===== config.mk =====
export PLATFORM = sky130hd
export DESIGN_NAME = image_header_size_parser_core
export DESIGN_NICKNAME = d
export VERILOG_FILES = /design/src/sv/ihsp_pkg.sv /design/src/sv/ihsp_step.sv /design/src/sv/image_header_size_parser_core.sv
export SDC_FILE = /design/constraint.sdc
export NUM_CORES = 1
export LEC_CHECK = 0
export BUFFER_PORTS_ARGS = -buffer_cell sky130_fd_sc_hd__buf_2
export CAP_MARGIN = 20
export CORE_AREA = 4 4 126 152
export CTS_CLUSTER_DIAMETER = 50
export DETAILED_ROUTE_END_ITERATION = 7
export DIE_AREA = 0 0 130 156
export PLACE_DENSITY = 0.79
export SLEW_MARGIN = 40
export SYNTH_ARGS = -nofsm -noshare
export SYNTH_HDL_FRONTEND = slang
export SYNTH_SLANG_ARGS = --single-unit

===== constraint.sdc =====
create_clock -name clk_i -period 11.3 [get_ports clk_i]
set_clock_uncertainty 0.2 [all_clocks]
set_input_delay 2.26 -clock clk_i [delete_from_list [all_inputs] [get_ports clk_i]]
set_output_delay 2.26 -clock clk_i [all_outputs]
set_load 0.01 [all_outputs]

===== src/sv/ihsp_pkg.sv =====
// ----------------------------------------------------------------------------
// ihsp_pkg
// Shared types, phase codes and constants for the image header size parser.
// ----------------------------------------------------------------------------
`timescale 1ns / 1ps

package ihsp_pkg;

  // Parse phase codes
  localparam logic [3:0] PH_IDLE     = 4'd0;
  localparam logic [3:0] PH_SIG_PNG  = 4'd1;
  localparam logic [3:0] PH_SIG_JPEG = 4'd2;
  localparam logic [3:0] PH_PNG_BODY = 4'd3;
  localparam logic [3:0] PH_J_M0     = 4'd4;
  localparam logic [3:0] PH_J_M1     = 4'd5;
  localparam logic [3:0] PH_J_LEN_HI = 4'd6;
  localparam logic [3:0] PH_J_LEN_LO = 4'd7;
  localparam logic [3:0] PH_J_SKIP   = 4'd8;
  localparam logic [3:0] PH_J_SOF    = 4'd9;
  localparam logic [3:0] PH_HOLD     = 4'd10;
  localparam logic [3:0] PH_START    = 4'd11;

  // Format codes
  localparam logic [1:0] FMT_PNG     = 2'd0;
  localparam logic [1:0] FMT_JPEG    = 2'd1;
  localparam logic [1:0] FMT_NONE    = 2'd2;
  localparam logic [1:0] FMT_UNKNOWN = 2'd3;

  localparam int unsigned CAPTURED_BIT = 2;
  localparam logic [4:0]  MIN_FILE     = 5'd24;

  localparam logic [7:0] BYTE_PNG0 = 8'h89;
  localparam logic [7:0] BYTE_FF   = 8'hFF;
  localparam logic [7:0] BYTE_SOI  = 8'hD8;
  localparam logic [7:0] BYTE_SOF0 = 8'hC0;
  localparam logic [7:0] BYTE_SOF2 = 8'hC2;

  localparam logic [30:0] SAT31 = 31'h7FFF_FFFF;

  typedef struct packed {
    logic [3:0]  phase;
    logic [4:0]  pos;
    logic [31:0] wcap;
    logic [31:0] hcap;
    logic [15:0] skip;
    logic [7:0]  len_hi;
    logic [2:0]  sof_idx;
    logic [2:0]  outcome;
  } parse_state_t;

  // Idle, no file open, format not yet known
  localparam parse_state_t PARSE_RESET = '{
    phase:   PH_IDLE,
    pos:     '0,
    wcap:    '0,
    hcap:    '0,
    skip:    '0,
    len_hi:  '0,
    sof_idx: '0,
    outcome: {1'b0, FMT_UNKNOWN}
  };

  typedef struct packed {
    logic        valid;
    logic        found;
    logic [1:0]  fmt;
    logic [30:0] width;
    logic [30:0] height;
  } parse_result_t;

  // PNG signature 89 50 4E 47 0D 0A 1A 0A
  function automatic logic [7:0] png_sig_byte(input logic [2:0] idx);
    logic [7:0] v;
    case (idx)
      3'd0:    v = 8'h89;
      3'd1:    v = 8'h50;
      3'd2:    v = 8'h4E;
      3'd3:    v = 8'h47;
      3'd4:    v = 8'h0D;
      3'd5:    v = 8'h0A;
      3'd6:    v = 8'h1A;
      3'd7:    v = 8'h0A;
      default: v = 8'h00;
    endcase
    return v;
  endfunction

endpackage


===== src/sv/ihsp_step.sv =====
// ----------------------------------------------------------------------------
// ihsp_step
// Per-byte next-state and result logic of the header parser.
// ----------------------------------------------------------------------------
`timescale 1ns / 1ps

module ihsp_step (
  input  ihsp_pkg::parse_state_t  state_i,
  input  logic [7:0]              data_byte_i,
  input  logic                    first_byte_i,
  input  logic                    end_of_file_i,
  output ihsp_pkg::parse_state_t  state_o,
  output ihsp_pkg::parse_result_t result_o
);

  always_comb begin
    ihsp_pkg::parse_state_t  s;
    ihsp_pkg::parse_result_t r;
    logic [4:0]              idx;
    logic [7:0]              b;
    logic [15:0]             len;
    logic [15:0]             skip_dec;
    logic [1:0]              fmt;
    logic                    found;

    s        = state_i;
    r        = '0;
    b        = data_byte_i;
    idx      = '0;
    len      = '0;
    skip_dec = '0;
    fmt      = '0;
    found    = 1'b0;

    if (first_byte_i) begin
      s.pos     = '0;
      s.wcap    = '0;
      s.hcap    = '0;
      s.skip    = '0;
      s.len_hi  = '0;
      s.sof_idx = '0;
      s.outcome = {1'b0, ihsp_pkg::FMT_UNKNOWN};
      s.phase   = ihsp_pkg::PH_START;
    end

    if (s.phase != ihsp_pkg::PH_IDLE) begin
      idx = s.pos;
      if (s.pos < ihsp_pkg::MIN_FILE) begin
        s.pos = s.pos + 5'd1;
      end

      case (s.phase)
        ihsp_pkg::PH_START: begin
          if (b == ihsp_pkg::BYTE_PNG0) begin
            s.phase = ihsp_pkg::PH_SIG_PNG;
          end else if (b == ihsp_pkg::BYTE_FF) begin
            s.phase = ihsp_pkg::PH_SIG_JPEG;
          end else begin
            s.outcome[1:0] = ihsp_pkg::FMT_NONE;
            s.phase        = ihsp_pkg::PH_HOLD;
          end
        end
        ihsp_pkg::PH_SIG_PNG: begin
          if (idx > 5'd7 || b != ihsp_pkg::png_sig_byte(idx[2:0])) begin
            s.outcome[1:0] = ihsp_pkg::FMT_NONE;
            s.phase        = ihsp_pkg::PH_HOLD;
          end else if (idx == 5'd7) begin
            s.outcome[1:0] = ihsp_pkg::FMT_PNG;
            s.phase        = ihsp_pkg::PH_PNG_BODY;
          end
        end
        ihsp_pkg::PH_SIG_JPEG: begin
          if (idx == 5'd1 && b == ihsp_pkg::BYTE_SOI) begin
            s.phase = ihsp_pkg::PH_SIG_JPEG;
          end else if (idx == 5'd2 && b == ihsp_pkg::BYTE_FF) begin
            // third signature byte doubles as the first marker's FF
            s.outcome[1:0] = ihsp_pkg::FMT_JPEG;
            s.phase        = ihsp_pkg::PH_J_M1;
          end else begin
            s.outcome[1:0] = ihsp_pkg::FMT_NONE;
            s.phase        = ihsp_pkg::PH_HOLD;
          end
        end
        ihsp_pkg::PH_PNG_BODY: begin
          if (idx >= 5'd16 && idx <= 5'd19) begin
            s.wcap = {s.wcap[23:0], b};
          end else if (idx >= 5'd20 && idx <= 5'd23) begin
            s.hcap = {s.hcap[23:0], b};
            if (idx == 5'd23) begin
              s.outcome[ihsp_pkg::CAPTURED_BIT] = 1'b1;
              s.phase = ihsp_pkg::PH_HOLD;
            end
          end
        end
        ihsp_pkg::PH_J_M0: begin
          s.phase = (b == ihsp_pkg::BYTE_FF) ? ihsp_pkg::PH_J_M1 : ihsp_pkg::PH_HOLD;
        end
        ihsp_pkg::PH_J_M1: begin
          if (b == ihsp_pkg::BYTE_SOF0 || b == ihsp_pkg::BYTE_SOF2) begin
            s.sof_idx = '0;
            s.phase   = ihsp_pkg::PH_J_SOF;
          end else begin
            s.phase = ihsp_pkg::PH_J_LEN_HI;
          end
        end
        ihsp_pkg::PH_J_LEN_HI: begin
          s.len_hi = b;
          s.phase  = ihsp_pkg::PH_J_LEN_LO;
        end
        ihsp_pkg::PH_J_LEN_LO: begin
          len = {s.len_hi, b};
          if (len < 16'd2) begin
            s.phase = ihsp_pkg::PH_HOLD;
          end else begin
            s.skip  = len - 16'd2;
            s.phase = (len == 16'd2) ? ihsp_pkg::PH_J_M0 : ihsp_pkg::PH_J_SKIP;
          end
        end
        ihsp_pkg::PH_J_SKIP: begin
          skip_dec = (s.skip != '0) ? s.skip - 16'd1 : s.skip;
          s.skip   = skip_dec;
          if (skip_dec == '0) begin
            s.phase = ihsp_pkg::PH_J_M0;
          end
        end
        ihsp_pkg::PH_J_SOF: begin
          case (s.sof_idx)
            3'd3: s.hcap = {24'd0, b};
            3'd4: s.hcap = {s.hcap[31:8], b} | {16'd0, s.hcap[7:0], 8'd0};
            3'd5: s.wcap = {24'd0, b};
            3'd6: begin
              s.wcap = {16'd0, s.wcap[7:0], b};
              s.outcome[ihsp_pkg::CAPTURED_BIT] = 1'b1;
              s.phase = ihsp_pkg::PH_HOLD;
            end
            default: s.hcap = s.hcap;
          endcase
          s.sof_idx = s.sof_idx + 3'd1;
        end
        default: s.phase = s.phase;
      endcase

      if (end_of_file_i) begin
        fmt   = (s.outcome[1:0] == ihsp_pkg::FMT_UNKNOWN) ? ihsp_pkg::FMT_NONE
                                                          : s.outcome[1:0];
        found = s.outcome[ihsp_pkg::CAPTURED_BIT] && (s.pos >= ihsp_pkg::MIN_FILE);
        r.valid  = 1'b1;
        r.found  = found;
        r.fmt    = fmt;
        r.width  = !found ? 31'd0 : (s.wcap[31] ? ihsp_pkg::SAT31 : s.wcap[30:0]);
        r.height = !found ? 31'd0 : (s.hcap[31] ? ihsp_pkg::SAT31 : s.hcap[30:0]);
        s.phase  = ihsp_pkg::PH_IDLE;
      end
    end

    state_o  = s;
    result_o = r;
  end

endmodule


===== src/sv/image_header_size_parser_core.sv =====
// A request's result reaches the output through the input register, one parse step and the
//   result register, and waits there until out_ready_i takes it.
// Throughput: one byte per cycle; the parse state update is one short step per byte.
// A waiting result holds the next byte in the input register, and then the input stalls.
// Reset (rst_ni low, asynchronous): parser goes idle waiting for a first byte,
//   input and result registers empty.
// ----------------------------------------------------------------------------
// image_header_size_parser_core
// Streams the bytes of an image file and reports PNG/JPEG width and height.
// ----------------------------------------------------------------------------
`timescale 1ns / 1ps

module image_header_size_parser_core (
  input  logic        clk_i,
  input  logic        rst_ni,
  // byte channel
  input  logic        in_valid_i,
  output logic        in_ready_o,
  input  logic [7:0]  data_byte_i,
  input  logic        first_byte_i,
  input  logic        end_of_file_i,
  // result channel
  output logic        out_valid_o,
  input  logic        out_ready_i,
  output logic        found_o,
  output logic [1:0]  format_o,
  output logic [30:0] frame_width_o,
  output logic [30:0] frame_height_o
);

  // Input register stage
  logic       in_vld_q;
  logic       in_vld_d;
  logic [7:0] byte_q;
  logic       first_q;
  logic       last_q;

  // Parse state
  ihsp_pkg::parse_state_t  state_q;
  ihsp_pkg::parse_state_t  state_d;
  ihsp_pkg::parse_result_t step_res;

  // Result register
  logic        out_vld_q;
  logic        out_vld_d;
  logic        found_q;
  logic [1:0]  fmt_q;
  logic [30:0] width_q;
  logic [30:0] height_q;

  logic in_fire;
  logic s1_fire;

  // The staged byte moves through the parser only when the result slot can
  // take whatever it produces (slot empty, or being drained this cycle).
  assign s1_fire    = in_vld_q && (!out_vld_q || out_ready_i);
  assign in_ready_o = !in_vld_q || s1_fire;
  assign in_fire    = in_valid_i && in_ready_o;

  always_comb begin
    in_vld_d = in_vld_q;
    if (in_fire) begin
      in_vld_d = 1'b1;
    end else if (s1_fire) begin
      in_vld_d = 1'b0;
    end
  end

  always_ff @(posedge clk_i or negedge rst_ni) begin
    if (!rst_ni) begin
      in_vld_q <= 1'b0;
    end else begin
      in_vld_q <= in_vld_d;
    end
  end

  always_ff @(posedge clk_i) begin
    if (in_fire) begin
      byte_q  <= data_byte_i;
      first_q <= first_byte_i;
      last_q  <= end_of_file_i;
    end
  end

  ihsp_step u_step (
    .state_i       (state_q),
    .data_byte_i   (byte_q),
    .first_byte_i  (first_q),
    .end_of_file_i (last_q),
    .state_o       (state_d),
    .result_o      (step_res)
  );

  // Parse state advances once per consumed byte.
  always_ff @(posedge clk_i or negedge rst_ni) begin
    if (!rst_ni) begin
      state_q <= ihsp_pkg::PARSE_RESET;
    end else if (s1_fire) begin
      state_q <= state_d;
    end
  end

  // Result register: loaded on the last byte of a file, cleared when taken.
  always_comb begin
    out_vld_d = out_vld_q;
    if (s1_fire && step_res.valid) begin
      out_vld_d = 1'b1;
    end else if (out_ready_i) begin
      out_vld_d = 1'b0;
    end
  end

  always_ff @(posedge clk_i or negedge rst_ni) begin
    if (!rst_ni) begin
      out_vld_q <= 1'b0;
    end else begin
      out_vld_q <= out_vld_d;
    end
  end

  always_ff @(posedge clk_i) begin
    if (s1_fire && step_res.valid) begin
      found_q  <= step_res.found;
      fmt_q    <= step_res.fmt;
      width_q  <= step_res.width;
      height_q <= step_res.height;
    end
  end

  assign out_valid_o    = out_vld_q;
  assign found_o        = found_q;
  assign format_o       = fmt_q;
  assign frame_width_o  = width_q;
  assign frame_height_o = height_q;

  // --------------------------------------------------------------------------
  // Assertions
  // --------------------------------------------------------------------------
  a_found_fmt : assert property (@(posedge clk_i) disable iff (!rst_ni)
    out_vld_q && found_q |-> (fmt_q == ihsp_pkg::FMT_PNG || fmt_q == ihsp_pkg::FMT_JPEG))
    else $error("found result with unrecognized format");

  a_zero_dims : assert property (@(posedge clk_i) disable iff (!rst_ni)
    out_vld_q && !found_q |-> (width_q == '0 && height_q == '0))
    else $error("nonzero dimensions on a failed parse");

  a_fmt_known : assert property (@(posedge clk_i) disable iff (!rst_ni)
    out_vld_q |-> (fmt_q != ihsp_pkg::FMT_UNKNOWN))
    else $error("unknown format code reported");

  a_idle_after : assert property (@(posedge clk_i) disable iff (!rst_ni)
    s1_fire && step_res.valid |=> (state_q.phase == ihsp_pkg::PH_IDLE))
    else $error("parser not idle after end of file");

  a_pos_sat : assert property (@(posedge clk_i) disable iff (!rst_ni)
    state_q.pos <= ihsp_pkg::MIN_FILE)
    else $error("byte position beyond saturation");

endmodule

## After elaboration in Yosys (flattened, before gate mapping)

Memory sizes are Yosys's and may differ from the RTL's.
Index checks and enable logic that the tools add are counted.

- Register bits after elaboration: 180
- ROM bits: 56
- Bits of input ports: 14
- Output and inout port bits: 67
- Memories kept: 1

- $add $sub $neg: 4
- Magnitude comparators: 8
- Equality and inequality tests: 26
- Multiplexer cells: 61
- Bitwise logic cells: 3
- Reductions and logical operators: 22

Memories:

| memory | words | bits a word | read ports | clocked after memory_dff | wr ports | RTL line | source |
|---|---|---|---|---|---|---|---|
| (no name shown) | 8 | 7 | 1 | 0 | 0 | ihsp_pkg.sv:74 | `case (idx)` |

Operator list:

| kind | number |
|---|---|
| $mux W103 | 2 |
| $mux W66 | 2 |
| $pmux W32 S2 | 2 |
| $pmux W64 S2 | 1 |
| $mux W31 | 4 |
| $mux W32 | 3 |
| $mux W4 | 16 |
| $mux W64 | 1 |
| $eq A8 B8 Y1 const B | 5 |
| $pmux W4 S10 | 1 |
| $mux W16 | 2 |
| $or A32 B16 Y32 | 1 |
| $pmux W16 S2 | 1 |
| $mux W8 | 3 |
| $eq A16 B2 Y1 const B | 1 |
| $eq A4 B3 Y1 const B | 4 |
| $logic_not A16 Y1 | 1 |
| $lt A16 B2 Y1 const B | 1 |
| $mux W2 | 8 |
| $reduce_bool A16 Y1 | 1 |
| $sub A16 B1 Y16 const B | 1 |
| $sub A16 B2 Y16 const B | 1 |
| $ge A5 B5 Y1 const B | 3 |
| $eq A4 B4 Y1 const B | 3 |
| other kinds (30) | 56 |

## Logic depth before layout (Yosys ltp)

- Depth after elaboration: 15
- Mapped depth: 18
- Mapped depth without buffers: 11

## By module

Synthesis repeated with hierarchy kept, for this count alone.

- Cells, all modules: 978
- Area, all modules: 10626.4 µm²

Modules (own cells, without submodules):

| module | times used | cells an instance | area each (µm²) | seq. area each (µm²) |
|---|---|---|---|---|
| image_header_size_parser_core | 1 | 303 | 6465.0 | 4882.2 |
| ihsp_step | 1 | 675 | 4161.5 | 0.0 |

## Worst setup path before layout

Ideal clock, no wire load.

- Path kind: input to register
- From: in out_ready_i
- To: reg fmt_q[0] (netlist: format_o[0]), enable pin
- Arrival time: 4.497 ns
- Required time: 10.670 ns
- Path slack: 6.173 ns
- Stages on the path: 4
- Buffers on the path: 1
- Cells stage by stage: nor2b_1 a211oi_2 clkbuf_1 and2_1

- Longest elaborated chain between the ends: 3

Ends and longest elaborated chain:

| element | RTL line | source |
|---|---|---|
| from (decl) | image_header_size_parser_core.sv:24 | `input logic out_ready_i,` |
| $logic_or A1 B1 Y1 | image_header_size_parser_core.sv:56 | `assign s1_fire = in_vld_q && (!out_vld_q \|\| out_ready_i);` |
| $logic_and A1 B1 Y1 | image_header_size_parser_core.sv:56 |  |
| $logic_and A1 B1 Y1 | image_header_size_parser_core.sv:122 | `if (s1_fire && step_res.valid) begin` |
| to (signal assigned) | image_header_size_parser_core.sv:124 | `fmt_q <= step_res.fmt;` |
| to (decl) | image_header_size_parser_core.sv:47 | `logic [1:0] fmt_q;` |

Every way passes these cells.
A chain may end at the register's enable or synchronous reset.

## Worst setup path in the final report

- From: in out_ready_i
- To: out in_ready_o

- Longest elaborated chain between the ends: 3

Ends and longest elaborated chain:

| element | RTL line | source |
|---|---|---|
| $logic_or A1 B1 Y1 | image_header_size_parser_core.sv:56 |  |
| $logic_and A1 B1 Y1 | image_header_size_parser_core.sv:56 |  |
| $logic_or A1 B1 Y1 | image_header_size_parser_core.sv:57 | `assign in_ready_o = !in_vld_q \|\| s1_fire;` |
| to (decl) | image_header_size_parser_core.sv:18 | `output logic in_ready_o,` |

Every way passes these cells.

==> flow_metrics.tcl <==
set metrics [dict create \
    run_status "finished, final reports clean" \
    postSynthRegisterBits 180 \
    remaining_drc_errors 0 \
    synth.net_count 1001 \
    yosys.area_share.simple 0.1672 \
    grt.overflow.total 0 \
    hold_ws_ns 0.2838 \
    critical_path_peak_fanout 5 \
    cts_tree "yes" \
    clkSlewWorstSetupHoldPaths_ns 0.07 \
    antenna_violating_nets_post_route 0 \
    gr-usage-all-layers 0.2471 \
    synth.cells.most_frequent "nand2_1 (109), dfrtp_1 (103), a21oi_1 (81)" \
    setup.worst_path.end_class "output pin" \
    yosys-top-cells-area "dfrtp_1 (27%), edfxtp_1 (23%), a22o_1 (6.5%)" \
    setup.worst_path.start_class "primary input" \
    number_of_global_route_vias_before_repair 7739 \
    synth_area_leader_cell "dfrtp_1" \
    slew_violations 0 \
    die_w_um 130 \
    synth-xor-area-share 0.01094 \
    antenna-diode-count 0 \
    area.growth.synth_to_final_pct 11.28 \
    timing.setup.tns_ns 0 \
    power.switching_mw 0.7676 \
    drtIter0Drc 1199 \
    timing.critical_path.required_ns 8.84 \
    post_synth_mux_area_share 0.006645 \
    synthDominantCellAreaShare 0.2684 \
    layout-drive-gt1-share 0.1559 \
    internal_power_mw 1.267 \
    cap_viol_max_count 0 \
    synth_cells 976 \
    post_drt_via_cell_ratio 6.674 \
    setup_violations 0 \
    remaining_max_slew_budget_at_the_tightest_pin 0.4365 \
    postSynthAreaPerCell_um2 9.839 \
    power_switching_share 0.3773 \
    cts.htree.levels 4 \
    power_per_cell_area_mw_per_mm2 190.4 \
    clock_insertion_delay_worst_skew_ns 0.44 \
    share_comb_of_total_power 0.306 \
    finalWeightedCongestion 0.9602 \
    post_synthesis_instance_area_mm2 0.009603 \
    synth_enable_flop_cells 75 \
    holdBufCountCts 0 \
    setup_repair_after_global_routing_missed_its_margin "false" \
    max-clock-path-buffers 2 \
    type_of_the_tightest_min_delay_check "flip-flop to flip-flop" \
    area.sequential_mm2 0.004882 \
    post-cts-setup-buffers 0 \
    p_seq_frac 0.407 \
    synth-async-reset-ratio 0.5833 \
    dieArea_mm2 0.02028 \
    floorplan.core_area_mm2 0.01751 \
    number_of_antenna_violations_at_the_first_check_in_global_routing 0 \
    static_leakage_power_nw 4.184 \
    port-buffer-count 80 \
    placedInstanceArea_mm2 0.01009 \
    synth_seq_area_share 0.5084 \
    hpwlAfterDp_um 16390 \
    io-pin-count 81 \
    synth_fa_ha_area_frac 0.01433 \
    timing.critical_path.arrival_ns 2.97 \
    dominant_combinational_cell_family_by_area_after_synthesis "compound AO/OA/AOI/OAI gates" \
    fillerInstances 1428 \
    finalNetCount 1038 \
    synthFlopType "dfrtp_1" \
    grt_start_max_net_pins 69 \
    chipHeight_um 156 \
    multi_input_comb_area_mm2 0.004338 \
    clkSinkCount 180 \
    synth.yosys.warnings 0 \
    synth.lib_cells_used.distinct 80 \
    irDropWorstVdd_uv 125.1 \
    period_share 0.4805 \
    synth_compound_gate_area_share 0.2490 \
    report.final.hold_viol_count 0 \
    wl_um 24850 \
    timing_worst_slew_pin_value_ns 0.8453 \
    dr.pass1.iters 6 \
    most_used_standard_cell_by_instance_count_after_synthesis "nand2_1" \
    tritoncts.num_buffers 17 \
    finish.instance_area_mm2 0.01069 \
    first_pass_grt_wire_length_um 40240 \
    initial_util 0.5485 \
    vias 8316 \
    cts_resized 0 \
    cts-root-buf "clkbuf_16" \
    layout_min_cycle_time_ns 5.430 \
    post_drt_wl_per_cell_um 19.94 \
    clock_power_share 0.287 \
    max_freq_mhz 184.2 \
    row_count 53 \
    critPathKind "primary input to output pin" \
]
registers in the layout (all words and copies together) (netlist names):
name and count:
byte_q 8, first_q 1, format_o 2, found_o 1, frame_height_o 31, frame_width_o 31
in_vld_q 1, last_q 1, out_valid_o 1, state_q 103
final timing paths:
check	startpoint	depth (start not counted)	end	slack (ns)
min	state_q[1]$_DFFE_PN1P_	2	state_q[1]$_DFFE_PN1P_	0.28
min reg2reg	state_q[1]$_DFFE_PN1P_	2	state_q[1]$_DFFE_PN1P_	0.28
min in group asynchronous	rst_ni	1	state_q[29]$_DFFE_PN0P_	1.61
max in group asynchronous	rst_ni	2	state_q[30]$_DFFE_PN0P_	8.27
max reg2reg	first_q$_DFFE_PP_	12	state_q[37]$_DFFE_PN0P_	7.23
max	out_ready_i	4	in_ready_o	5.87
through the flow:
stage	util	power, mW	std cells	worst slack, ns
floorplan	-	1.270	976	6.173
global placement	0.5758	1.435	1214	5.877
detailed placement	0.5761	1.450	1214	5.867
CTS	0.6096	2.026	1246	5.858
global route	0.6104	2.142	1246	5.826
finish	0.6104	2.034	1246	5.870
layout make-up:
type,count,area share
Sequential cell,180,0.4569
Multi-Input combinational cell,698,0.4059
Timing Repair Buffer,96,0.04964
Clock buffer,18,0.04016
Tap cell,220,0.02576
Clock inverter,14,0.01464
Inverter,20,0.007025
worst max-delay path, cell delays in order:
cell and delay (ns):
buf_2 0.10, nor2b_1 0.30, nand2_1 0.15, buf_2 0.16
placed cells by master, fill, tap and decap left out, types with 7 or more instances in the layout:
| cell type | n |
|---|---|
| nor3_1 | 26 |
| clkbuf_16 | 17 |
| edfxtp_1 | 75 |
| and2_1 | 7 |
| o211ai_1 | 10 |
| buf_4 | 15 |
| a22oi_1 | 39 |
| nor2b_1 | 20 |
| o22ai_1 | 9 |
| nor4_1 | 10 |
| a31oi_1 | 24 |
| nand2b_1 | 9 |
| nand2_1 | 108 |
| inv_1 | 20 |
| o21ai_0 | 65 |
| xnor2_1 | 8 |
| buf_2 | 79 |
| nand3_1 | 24 |
| nor2_1 | 51 |
| ha_1 | 11 |
| dfrtp_1 | 103 |
| a22o_1 | 71 |
| nand4_1 | 7 |
| a21oi_1 | 81 |
kinds of logic (layout without fill, tap and decap cells):
group | count (synthesis) | in the layout
compound gates | 354 | 354
simple gates | 315 | 315
flops | 180 | 180
buf+inv | 98 | 148
xor+xnor | 12 | 12
fa+ha+maj | 11 | 11
mux | 6 | 6
power by group through the flow:
| stage | sequential [mW] | combinational, mW | clock (mW) |
|---|---|---|---|
| final | 0.828 | 0.622 | 0.584 |
| after global routing | 0.837 | 0.682 | 0.623 |
| after CTS | 0.825 | 0.612 | 0.588 |
| after detailed placement | 0.839 | 0.611 | 0 |
| after global placement | 0.835 | 0.600 | 0 |
| after floorplan | 0.816 | 0.454 | 0 |
per-layer routing:
layer | global-route usage | part of all wire | up-vias
met3 | 0.04760 | 0.081 | 72
li1 | - | - | 3781
met2 | 0.3777 | 0.47 | 441
met1 | 0.3454 | 0.41 | 4022
met5 | 0 | 0 | -
met4 | 0.1059 | 0.037 | 0
Power figures use the tool's default switching activity.
